--- src/hw/rtl/sce_pkg.sv ---
// Shared types, constants and helper functions of the spinal code encoder.
package sce_pkg;

  // Field widths
  localparam int MSG_W  = 16;
  localparam int SYM_W  = 12;
  localparam int PNUM_W = 6;

  // Configuration port
  localparam int CFG_DATA_W = 7;
  localparam logic [0:0] CFG_SYMBOL_SIZE = 1'b0;
  localparam logic [0:0] CFG_NUM_PASSES  = 1'b1;
  localparam logic [4:0] SYMBOL_SIZE_RST = 5'd4;
  localparam logic [6:0] NUM_PASSES_RST  = 7'd4;

  // Parameter defaults
  localparam int MAX_SYMBOL_BITS_DEF = 16;
  localparam int MAX_PASSES_DEF      = 64;

  // Spine hash
  localparam logic [31:0] FNV_OFFSET = 32'h811c9dc5;
  localparam logic [31:0] FNV_PRIME  = 32'h01000193;

  // Pass mixing
  localparam logic [31:0] MIX_MUL  = 32'd2654435761;
  localparam logic [15:0] PASS_MUL = 16'd40503;
  localparam logic [31:0] MIX_C    = 32'h045d9f3b;
  localparam logic [31:0] MIX_ADD  = 32'h1b56c4e9;

  // Log / radius / angle
  localparam logic [31:0] LN2_Q32     = 32'd2977044472;
  localparam logic [29:0] LOG2_1E10   = 30'd557327052;
  localparam logic [31:0] TWO_PI_LO   = 32'd1216271633;
  localparam logic [2:0]  TWO_PI_HI   = 3'd6;
  localparam logic [29:0] CORDIC_GAIN = 30'd652032874;

  // Iteration counts
  localparam logic [4:0] LOG_STEPS    = 5'd24;
  localparam logic [4:0] SQRT_STEPS   = 5'd28;
  localparam logic [4:0] CORDIC_STEPS = 5'd30;
  localparam int         SQRT_TOP     = 54;

  // Sequencer states
  typedef enum logic [1:0] {
    T_IDLE,
    T_HASH,
    T_RUN,
    T_WAIT
  } top_state_e;

  typedef enum logic [3:0] {
    G_IDLE,
    G_MIX0,
    G_MIX1,
    G_MIX2,
    G_LOG,
    G_LN,
    G_SQRT,
    G_ZMUL,
    G_CORD,
    G_FIN,
    G_DONE
  } gauss_state_e;

  // Control from the sequencer to the Gaussian unit
  typedef struct packed {
    logic start;
    logic ack;
  } gctl_t;

  // Arctangent of 2^-i, Q30
  function automatic logic [29:0] atan_q30(input logic [4:0] i);
    logic [29:0] r;
    unique case (i)
      5'd0:  r = 30'd843314857;
      5'd1:  r = 30'd497837829;
      5'd2:  r = 30'd263043837;
      5'd3:  r = 30'd133525159;
      5'd4:  r = 30'd67021687;
      5'd5:  r = 30'd33543516;
      5'd6:  r = 30'd16775851;
      5'd7:  r = 30'd8388437;
      5'd8:  r = 30'd4194283;
      5'd9:  r = 30'd2097149;
      5'd10: r = 30'd1048576;
      5'd11: r = 30'd524288;
      5'd12: r = 30'd262144;
      5'd13: r = 30'd131072;
      5'd14: r = 30'd65536;
      5'd15: r = 30'd32768;
      5'd16: r = 30'd16384;
      5'd17: r = 30'd8192;
      5'd18: r = 30'd4096;
      5'd19: r = 30'd2048;
      5'd20: r = 30'd1024;
      5'd21: r = 30'd512;
      5'd22: r = 30'd256;
      5'd23: r = 30'd128;
      5'd24: r = 30'd64;
      5'd25: r = 30'd32;
      5'd26: r = 30'd16;
      5'd27: r = 30'd8;
      5'd28: r = 30'd4;
      5'd29: r = 30'd2;
      default: r = 30'd0;
    endcase
    return r;
  endfunction

  // Index of the highest set bit of a 24-bit uniform
  function automatic logic [4:0] top_bit(input logic [23:0] k);
    logic [4:0] e;
    e = 5'd0;
    for (int i = 0; i < 24; i++) begin
      if (k[i]) e = 5'(i);
    end
    return e;
  endfunction

endpackage

--- src/hw/rtl/sce_gauss.sv ---
// Gaussian symbol unit: mixing, log, sqrt and CORDIC in one sequential datapath, with one shared multiplier.
module sce_gauss #(
  parameter int PASS_W = 6
) (
  input  logic                      clk_i,
  input  logic                      rst_ni,
  input  sce_pkg::gctl_t            ctl_i,
  input  logic [31:0]               spine_i,
  input  logic [PASS_W-1:0]         pass_i,
  output logic                      done_o,
  output logic [sce_pkg::SYM_W-1:0] sym_o
);

  sce_pkg::gauss_state_e state_q, state_d;
  logic [4:0]  cnt_q, cnt_d;
  logic [39:0] s_q, s_d;
  logic [23:0] k1_q, k1_d, k2_q, k2_d;
  logic [4:0]  e_q, e_d;
  logic [30:0] m_q, m_d;
  logic [23:0] frac_q, frac_d;
  logic [55:0] v_q, v_d, res_q, res_d, bit_q, bit_d;
  logic signed [32:0] x_q, x_d, y_q, y_d, z_q, z_d;
  logic [sce_pkg::SYM_W-1:0] sym_q, sym_d;

  // shared multiplier
  logic [31:0] mul_a, mul_b;
  logic [63:0] mul_p;

  logic [4:0]  tb;
  logic [31:0] msq;
  logic [29:0] t_val;
  logic [55:0] trial;
  logic [63:0] zsum;
  logic signed [32:0] xs, ys, at;
  logic signed [33:0] cval;
  logic        cneg;
  logic [33:0] cmag;
  logic [59:0] rnd;
  logic [13:0] mag;

  assign mul_p = 64'(mul_a) * 64'(mul_b);

  // -log2(u1) in Q24
  assign t_val = (k1_q == 24'd0) ? sce_pkg::LOG2_1E10
               : (30'(5'd24 - e_q) << 24) - 30'(frac_q);

  // cosine by quadrant
  always_comb begin
    unique case (k2_q[23:22])
      2'd0: cval = 34'(x_q);
      2'd1: cval = -34'(y_q);
      2'd2: cval = -34'(x_q);
      2'd3: cval = 34'(y_q);
    endcase
  end
  assign cneg = cval[33];
  assign cmag = cneg ? 34'(-cval) : 34'(cval);

  assign tb    = sce_pkg::top_bit(k1_q);
  assign msq   = mul_p[61:30];
  assign trial = res_q + bit_q;
  assign zsum  = mul_p + ((64'(k2_q[21:0]) * 64'(sce_pkg::TWO_PI_HI)) << 32);
  assign xs    = x_q >>> cnt_q;
  assign ys    = y_q >>> cnt_q;
  assign at    = $signed({3'b000, sce_pkg::atan_q30(cnt_q)});
  assign rnd   = mul_p[59:0] + (60'd1 << 45);
  assign mag   = rnd[59:46];

  // operand select
  always_comb begin
    unique case (state_q)
      sce_pkg::G_MIX0: begin
        mul_a = spine_i;
        mul_b = sce_pkg::MIX_MUL;
      end
      sce_pkg::G_MIX1: begin
        mul_a = 32'(s_q[23:0] ^ s_q[39:16]);
        mul_b = sce_pkg::MIX_C;
      end
      sce_pkg::G_MIX2: begin
        mul_a = 32'(k1_q);
        mul_b = sce_pkg::MIX_C;
      end
      sce_pkg::G_LOG: begin
        mul_a = 32'(m_q);
        mul_b = 32'(m_q);
      end
      sce_pkg::G_LN: begin
        mul_a = 32'(t_val);
        mul_b = sce_pkg::LN2_Q32;
      end
      sce_pkg::G_ZMUL: begin
        mul_a = 32'(k2_q[21:0]);
        mul_b = sce_pkg::TWO_PI_LO;
      end
      sce_pkg::G_FIN: begin
        mul_a = res_q[31:0];
        mul_b = cmag[31:0];
      end
      default: begin
        mul_a = 32'd0;
        mul_b = 32'd0;
      end
    endcase
  end

  // sequencer and datapath next state
  always_comb begin
    state_d = state_q;
    cnt_d   = cnt_q;
    s_d     = s_q;
    k1_d    = k1_q;
    k2_d    = k2_q;
    e_d     = e_q;
    m_d     = m_q;
    frac_d  = frac_q;
    v_d     = v_q;
    res_d   = res_q;
    bit_d   = bit_q;
    x_d     = x_q;
    y_d     = y_q;
    z_d     = z_q;
    sym_d   = sym_q;
    done_o  = 1'b0;
    unique case (state_q)
      sce_pkg::G_IDLE: begin
        if (ctl_i.start) state_d = sce_pkg::G_MIX0;
      end
      sce_pkg::G_MIX0: begin
        s_d     = mul_p[39:0] + 40'(pass_i) * 40'(sce_pkg::PASS_MUL);
        state_d = sce_pkg::G_MIX1;
      end
      sce_pkg::G_MIX1: begin
        k1_d    = mul_p[23:0];
        state_d = sce_pkg::G_MIX2;
      end
      sce_pkg::G_MIX2: begin
        k2_d    = mul_p[23:0] + sce_pkg::MIX_ADD[23:0];
        e_d     = tb;
        m_d     = 31'(k1_q) << (5'd30 - tb);
        frac_d  = 24'd0;
        cnt_d   = 5'd0;
        state_d = (k1_q == 24'd0) ? sce_pkg::G_LN : sce_pkg::G_LOG;
      end
      sce_pkg::G_LOG: begin
        // square, renormalize, shift one fraction bit in
        if (msq[31]) begin
          m_d    = msq[31:1];
          frac_d = {frac_q[22:0], 1'b1};
        end else begin
          m_d    = msq[30:0];
          frac_d = {frac_q[22:0], 1'b0};
        end
        cnt_d = cnt_q + 5'd1;
        if (cnt_q == sce_pkg::LOG_STEPS - 5'd1) state_d = sce_pkg::G_LN;
      end
      sce_pkg::G_LN: begin
        v_d     = 56'(mul_p[61:31]) << 24;
        res_d   = 56'd0;
        bit_d   = 56'd1 << sce_pkg::SQRT_TOP;
        cnt_d   = 5'd0;
        state_d = sce_pkg::G_SQRT;
      end
      sce_pkg::G_SQRT: begin
        if (v_q >= trial) begin
          v_d   = v_q - trial;
          res_d = (res_q >> 1) + bit_q;
        end else begin
          res_d = res_q >> 1;
        end
        bit_d = bit_q >> 2;
        cnt_d = cnt_q + 5'd1;
        if (cnt_q == sce_pkg::SQRT_STEPS - 5'd1) state_d = sce_pkg::G_ZMUL;
      end
      sce_pkg::G_ZMUL: begin
        z_d     = $signed({2'b00, zsum[56:26]});
        x_d     = $signed({3'b000, sce_pkg::CORDIC_GAIN});
        y_d     = 33'sd0;
        cnt_d   = 5'd0;
        state_d = sce_pkg::G_CORD;
      end
      sce_pkg::G_CORD: begin
        if (!z_q[32]) begin
          x_d = x_q - ys;
          y_d = y_q + xs;
          z_d = z_q - at;
        end else begin
          x_d = x_q + ys;
          y_d = y_q - xs;
          z_d = z_q + at;
        end
        cnt_d = cnt_q + 5'd1;
        if (cnt_q == sce_pkg::CORDIC_STEPS - 5'd1) state_d = sce_pkg::G_FIN;
      end
      sce_pkg::G_FIN: begin
        // round half away from zero, then apply sign
        sym_d   = cneg ? 12'(~mag + 14'd1) : mag[11:0];
        state_d = sce_pkg::G_DONE;
      end
      sce_pkg::G_DONE: begin
        done_o = 1'b1;
        if (ctl_i.ack) state_d = sce_pkg::G_IDLE;
      end
      default: state_d = sce_pkg::G_IDLE;
    endcase
  end

  always_ff @(posedge clk_i or negedge rst_ni) begin
    if (!rst_ni) begin
      state_q <= sce_pkg::G_IDLE;
      cnt_q   <= 5'd0;
    end else begin
      state_q <= state_d;
      cnt_q   <= cnt_d;
    end
  end

  always_ff @(posedge clk_i) begin
    s_q    <= s_d;
    k1_q   <= k1_d;
    k2_q   <= k2_d;
    e_q    <= e_d;
    m_q    <= m_d;
    frac_q <= frac_d;
    v_q    <= v_d;
    res_q  <= res_d;
    bit_q  <= bit_d;
    x_q    <= x_d;
    y_q    <= y_d;
    z_q    <= z_d;
    sym_q  <= sym_d;
  end

  assign sym_o = sym_q;

  // start only lands on an idle unit
  assert property (@(posedge clk_i) disable iff (!rst_ni)
    ctl_i.start |-> state_q == sce_pkg::G_IDLE)
    else $error("gauss start while busy");

  // log mantissa stays normalized in [1,2)
  assert property (@(posedge clk_i) disable iff (!rst_ni)
    state_q == sce_pkg::G_LOG |-> m_q[30])
    else $error("log mantissa not normalized");

  // finished symbol within the constellation range
  assert property (@(posedge clk_i) disable iff (!rst_ni)
    done_o |-> ($signed(sym_q) <= 12'sd1739 && $signed(sym_q) >= -12'sd1739))
    else $error("symbol out of range");

endmodule

--- config.mk ---
export PLATFORM = sky130hd
export DESIGN_NAME = sce_gauss
export DESIGN_NICKNAME = d
export VERILOG_FILES = /design/src/hw/rtl/sce_pkg.sv /design/src/hw/rtl/sce_gauss.sv
export SDC_FILE = /design/constraint.sdc
export NUM_CORES = 2
export LEC_CHECK = 0
export ABC_AREA = 1
export BUFFER_PORTS_ARGS = -buffer_cell sky130_fd_sc_hd__buf_2
export CAP_MARGIN = 20
export CORE_AREA = 2 2 361 363
export DETAILED_ROUTE_END_ITERATION = 6
export DIE_AREA = 0 0 363 365
export PLACE_DENSITY_LB_ADDON = 0.05
export SETUP_SLACK_MARGIN = 0.05
export SYNTH_ARGS = -nofsm -noshare
export SYNTH_HDL_FRONTEND = slang
export SYNTH_SLANG_ARGS = --single-unit
--- constraint.sdc ---
create_clock -name clk_i -period 29.6 [get_ports clk_i]
set_input_delay 1.48 -clock clk_i [delete_from_list [all_inputs] [get_ports clk_i]]
set_output_delay 1.48 -clock clk_i [all_outputs]
set_load 0.1 [all_outputs]
==> key figures <==
Worst setup path
  • CP Depth: 48
  • Crit end category: register
  • Worst EP required: 30.06 ns
  • Internal reg-to-reg setup slack: 14.94 ns
  • Critical setup path kind: register to register
  • Startpoint Class: register
  • Crit path from: state_q[2]$_DFFE_PN0P_
  • Max stage delay on crit path: 0.87 ns
  • Reg2reg end: s_q[38]$_DFFE_PP_
  • R2r startpoint: state_q[2]$_DFFE_PN0P_
  • Crit path max-delay family: adder cells
  • Slowest stage cell, crit path: inv_1
  • Crit-path most repeated cell: inv_1
  • Crit path buf inv count: 13
  • Register-to-Register Path Depth: 48
  • Worst setup path endpoint: s_q[38]$_DFFE_PP_
  • Maximum fanout along the worst path: 30
  • Worst EP arrival: 15.12 ns

Yosys
  • Number of synthesized flops with an enable pin: 399
  • Ys flop type: edfxtp_1
  • Async S/R FF share, synth: 2.21%
  • Cell Area, Synth: 0.0792 mm²
  • Synthesized netlist cell count: 10,915
  • Syn avg cell area: 7.25 µm²
  • Ys Warns: 0
  • #FFs+latches synth: 408
  • Post-synth cell types: 77
  • Post-synth net total: 12,464
  • Seq/Total Area, Yosys: 15.4%

Drt
  • Starting DRT DRC Count: 10,569
  • Routed wire length: 315,000 µm
  • Vias after detailed routing: 78,249
  • Routed wire per std cell: 25.2 µm
  • 1st-pass router iterations: 7
  • DRC viols: 0
  • ANT nets after route: 0
  • Routed vias/inst: 6.25

STA
  • Final number of hold-violating endpoints: 0
  • Final setup vio count: 0
  • FMAX: 0.0682 GHz
  • Setup TNS Final: 0 ns
  • Worst slew pin tran: 1.23 ns
  • Max-slew headroom: 17.4%
  • Tmin final: 14.66 ns
  • RSZ-0062 raised after global routing: no
  • Skew final: 0.0922 ns
  • Final period util: 49.5%
  • Final slew viol count: 0

Floorplan
  • Die extent in x: 363 µm
  • Rows: 132
  • Starting density of the core: 61.5%
  • I/O Pins: 55
  • Die Area: 0.132 mm²
  • Core area: 0.129 mm²
  • Die Y: 365 µm

Clocking
  • Setup Buffers After CTS: 0
  • Post-CTS sizing: 0
  • H-tree depth: 2
  • Worst-Skew Late Latency: 0.72 ns
  • CTS hold repair buffers: 0
  • CTS Buf Count: 52
  • Sink Count: 408
  • Root buf cell: clkbuf_16
  • Clock transition at path regs: 0.06 ns
  • CTS Buffer Depth: 3
  • TritonCTS clock tree: built

Final layout
  • P&R area growth vs syn: 4.78%
  • FILL cells: 11,413
  • Layout cells sized above 1: 4.44%
  • Final instance area: 0.0829 mm²
  • Nets: 12,341
  • Footprint of the multi-input gates: 0.0580 mm²
  • Post-Layout Cell Count: 12,518
  • FF+latch area: 0.0122 mm²

GRT
  • Largest net degree at the start of global routing: 88
  • Total grt overflow: 0
  • Global-route wire length before repair: 467,000 µm
  • Initial antenna violation count: 16
  • Number of global-route vias before repair: 76,036
  • GRT Overall Usage: 47.2%

Place
  • Placed Instances: 12,409
  • Gpl congestion: 1.09
  • HPWL Detailed: 253,000 µm
  • Port Buffer Count: 54
  • Placement Cell Area: 0.0811 mm²

Status
  • Status: completed

Min path
  • Worst min-delay path category: register to register

Run
  • Max-cap violations: 0
-- cells in the final DEF, fill, tap and decap left out, types with 52 or more instances in the layout --
cell type and count:
clkbuf_16 52, nor3_1 79, edfxtp_1 399, buf_2 54, nand2_1 2382, buf_4 131
a21oi_1 679, fa_1 935, nand3_1 633, a31oi_1 66, inv_1 1963, nand4_1 105
o21ai_0 628, xor2_1 233, ha_1 572, xnor2_1 133, nor2_1 1075
-- layer usage --
metal	wire length [µm]	GRT usage (%)	up-vias
met3	41700	14.0	1404
met2	132000	69.7	5347
met5	340	1.38	-
met1	114000	59.3	36974
li1	-	-	34498
met4	27400	33.2	26
-- worst reg2reg max path, delay by kind of cell (launching register included) --
family	cells	cell delay (ns)
compound gates	6	1.06
xor+xnor	2	0.86
buf+inv	13	2.89
simple gates	16	4.36
fa+ha+maj	11	4.87
flops	1	0.40
-- area by class of cell --
type	instances	area share, %
clock inverter	35	0.540
multi-input combinational	8131	69.9
tap	1675	2.53
sequential	408	14.7
antenna	9	0.0272
inverter	2012	9.11
timing repair buffer	187	1.53
clock buffer	61	1.65
-- state kept, by name, indices dropped and copies added (netlist names) --
register	flops
e_q	5
sym_o	12
frac_q	24
x_q	33
state_q	4
bit_q	28
v_q	56
res_q	56
k2_q	24
s_q	40
z_q	33
cnt_q	5
m_q	31
k1_q	24
y_q	33
-- metrics by stage --
step,utilization (%),hold slack [ns],setup slack (ns)
2_1_floorplan,-,0.558,18.01
3_3_place_gp,63.0,0.587,15.53
3_5_place_dp,63.0,0.610,15.45
4_1_cts,64.4,0.620,15.39
5_1_grt,64.5,0.645,14.36
6_report,64.5,0.620,14.94
-- worst min-delay path by stage --
| stage | from | endpoint | slack [ns] | cells past startpoint |
|---|---|---|---|---|
| after global placement | frac_q[1]$_SDFFCE_PN0P_ | frac_q[2]$_SDFFCE_PN0P_ | 0.59 | 2 |
| after detailed placement | state_q[3]$_DFFE_PN0P_ | state_q[0]$_DFFE_PN0P_ | 0.61 | 3 |
| after CTS | state_q[3]$_DFFE_PN0P_ | state_q[0]$_DFFE_PN0P_ | 0.62 | 3 |
| final | state_q[3]$_DFFE_PN0P_ | state_q[0]$_DFFE_PN0P_ | 0.62 | 3 |
| after global routing | rst_ni | cnt_q[2]$_DFFE_PN0P_ | 0.64 | 1 |
| after floorplan | frac_q[1]$_SDFFCE_PN0P_ | frac_q[2]$_SDFFCE_PN0P_ | 0.56 | 2 |
-- kinds of logic after synthesis --
group	Yosys count	share of synthesized area (%)
simple gates	4530	24.1
flops	408	15.4
compound gates	1699	11.9
buf+inv	2376	11.5
mux	25	0.316
xor+xnor	370	4.12
fa+ha+maj	1507	32.7
-- cells in the mapped netlist, types with 30 or more instances --
| cell | instances | share of area [%] |
|---|---|---|
| ha_1 | 572 | 9.0 |
| xor2_1 | 235 | 2.6 |
| a21oi_1 | 679 | 4.3 |
| nand3_1 | 634 | 4.0 |
| fa_1 | 935 | 24 |
| nand2_1 | 2386 | 11 |
| buf_1 | 39 | 0.18 |
| xnor2_1 | 134 | 1.5 |
| a31oi_1 | 66 | 0.52 |
| nor3_1 | 79 | 0.50 |
| inv_1 | 1968 | 9.3 |
| buf_2 | 53 | 0.34 |
| o21a_1 | 35 | 0.33 |
| nor4_1 | 34 | 0.27 |
| o211ai_1 | 32 | 0.30 |
| nor2_1 | 1078 | 5.1 |
| nor2_2 | 30 | 0.24 |
| o21ai_1 | 38 | 0.24 |
| o21ai_0 | 628 | 4.0 |
| or2_2 | 49 | 0.39 |
| o21bai_1 | 40 | 0.38 |
| clkbuf_1 | 257 | 1.2 |
| nand4_1 | 105 | 0.83 |
| edfxtp_1 | 399 | 15 |
Power is left out: the tool's default activity adds up to more than one toggle a clock period on the data nets, which glitch-free logic cannot reach.
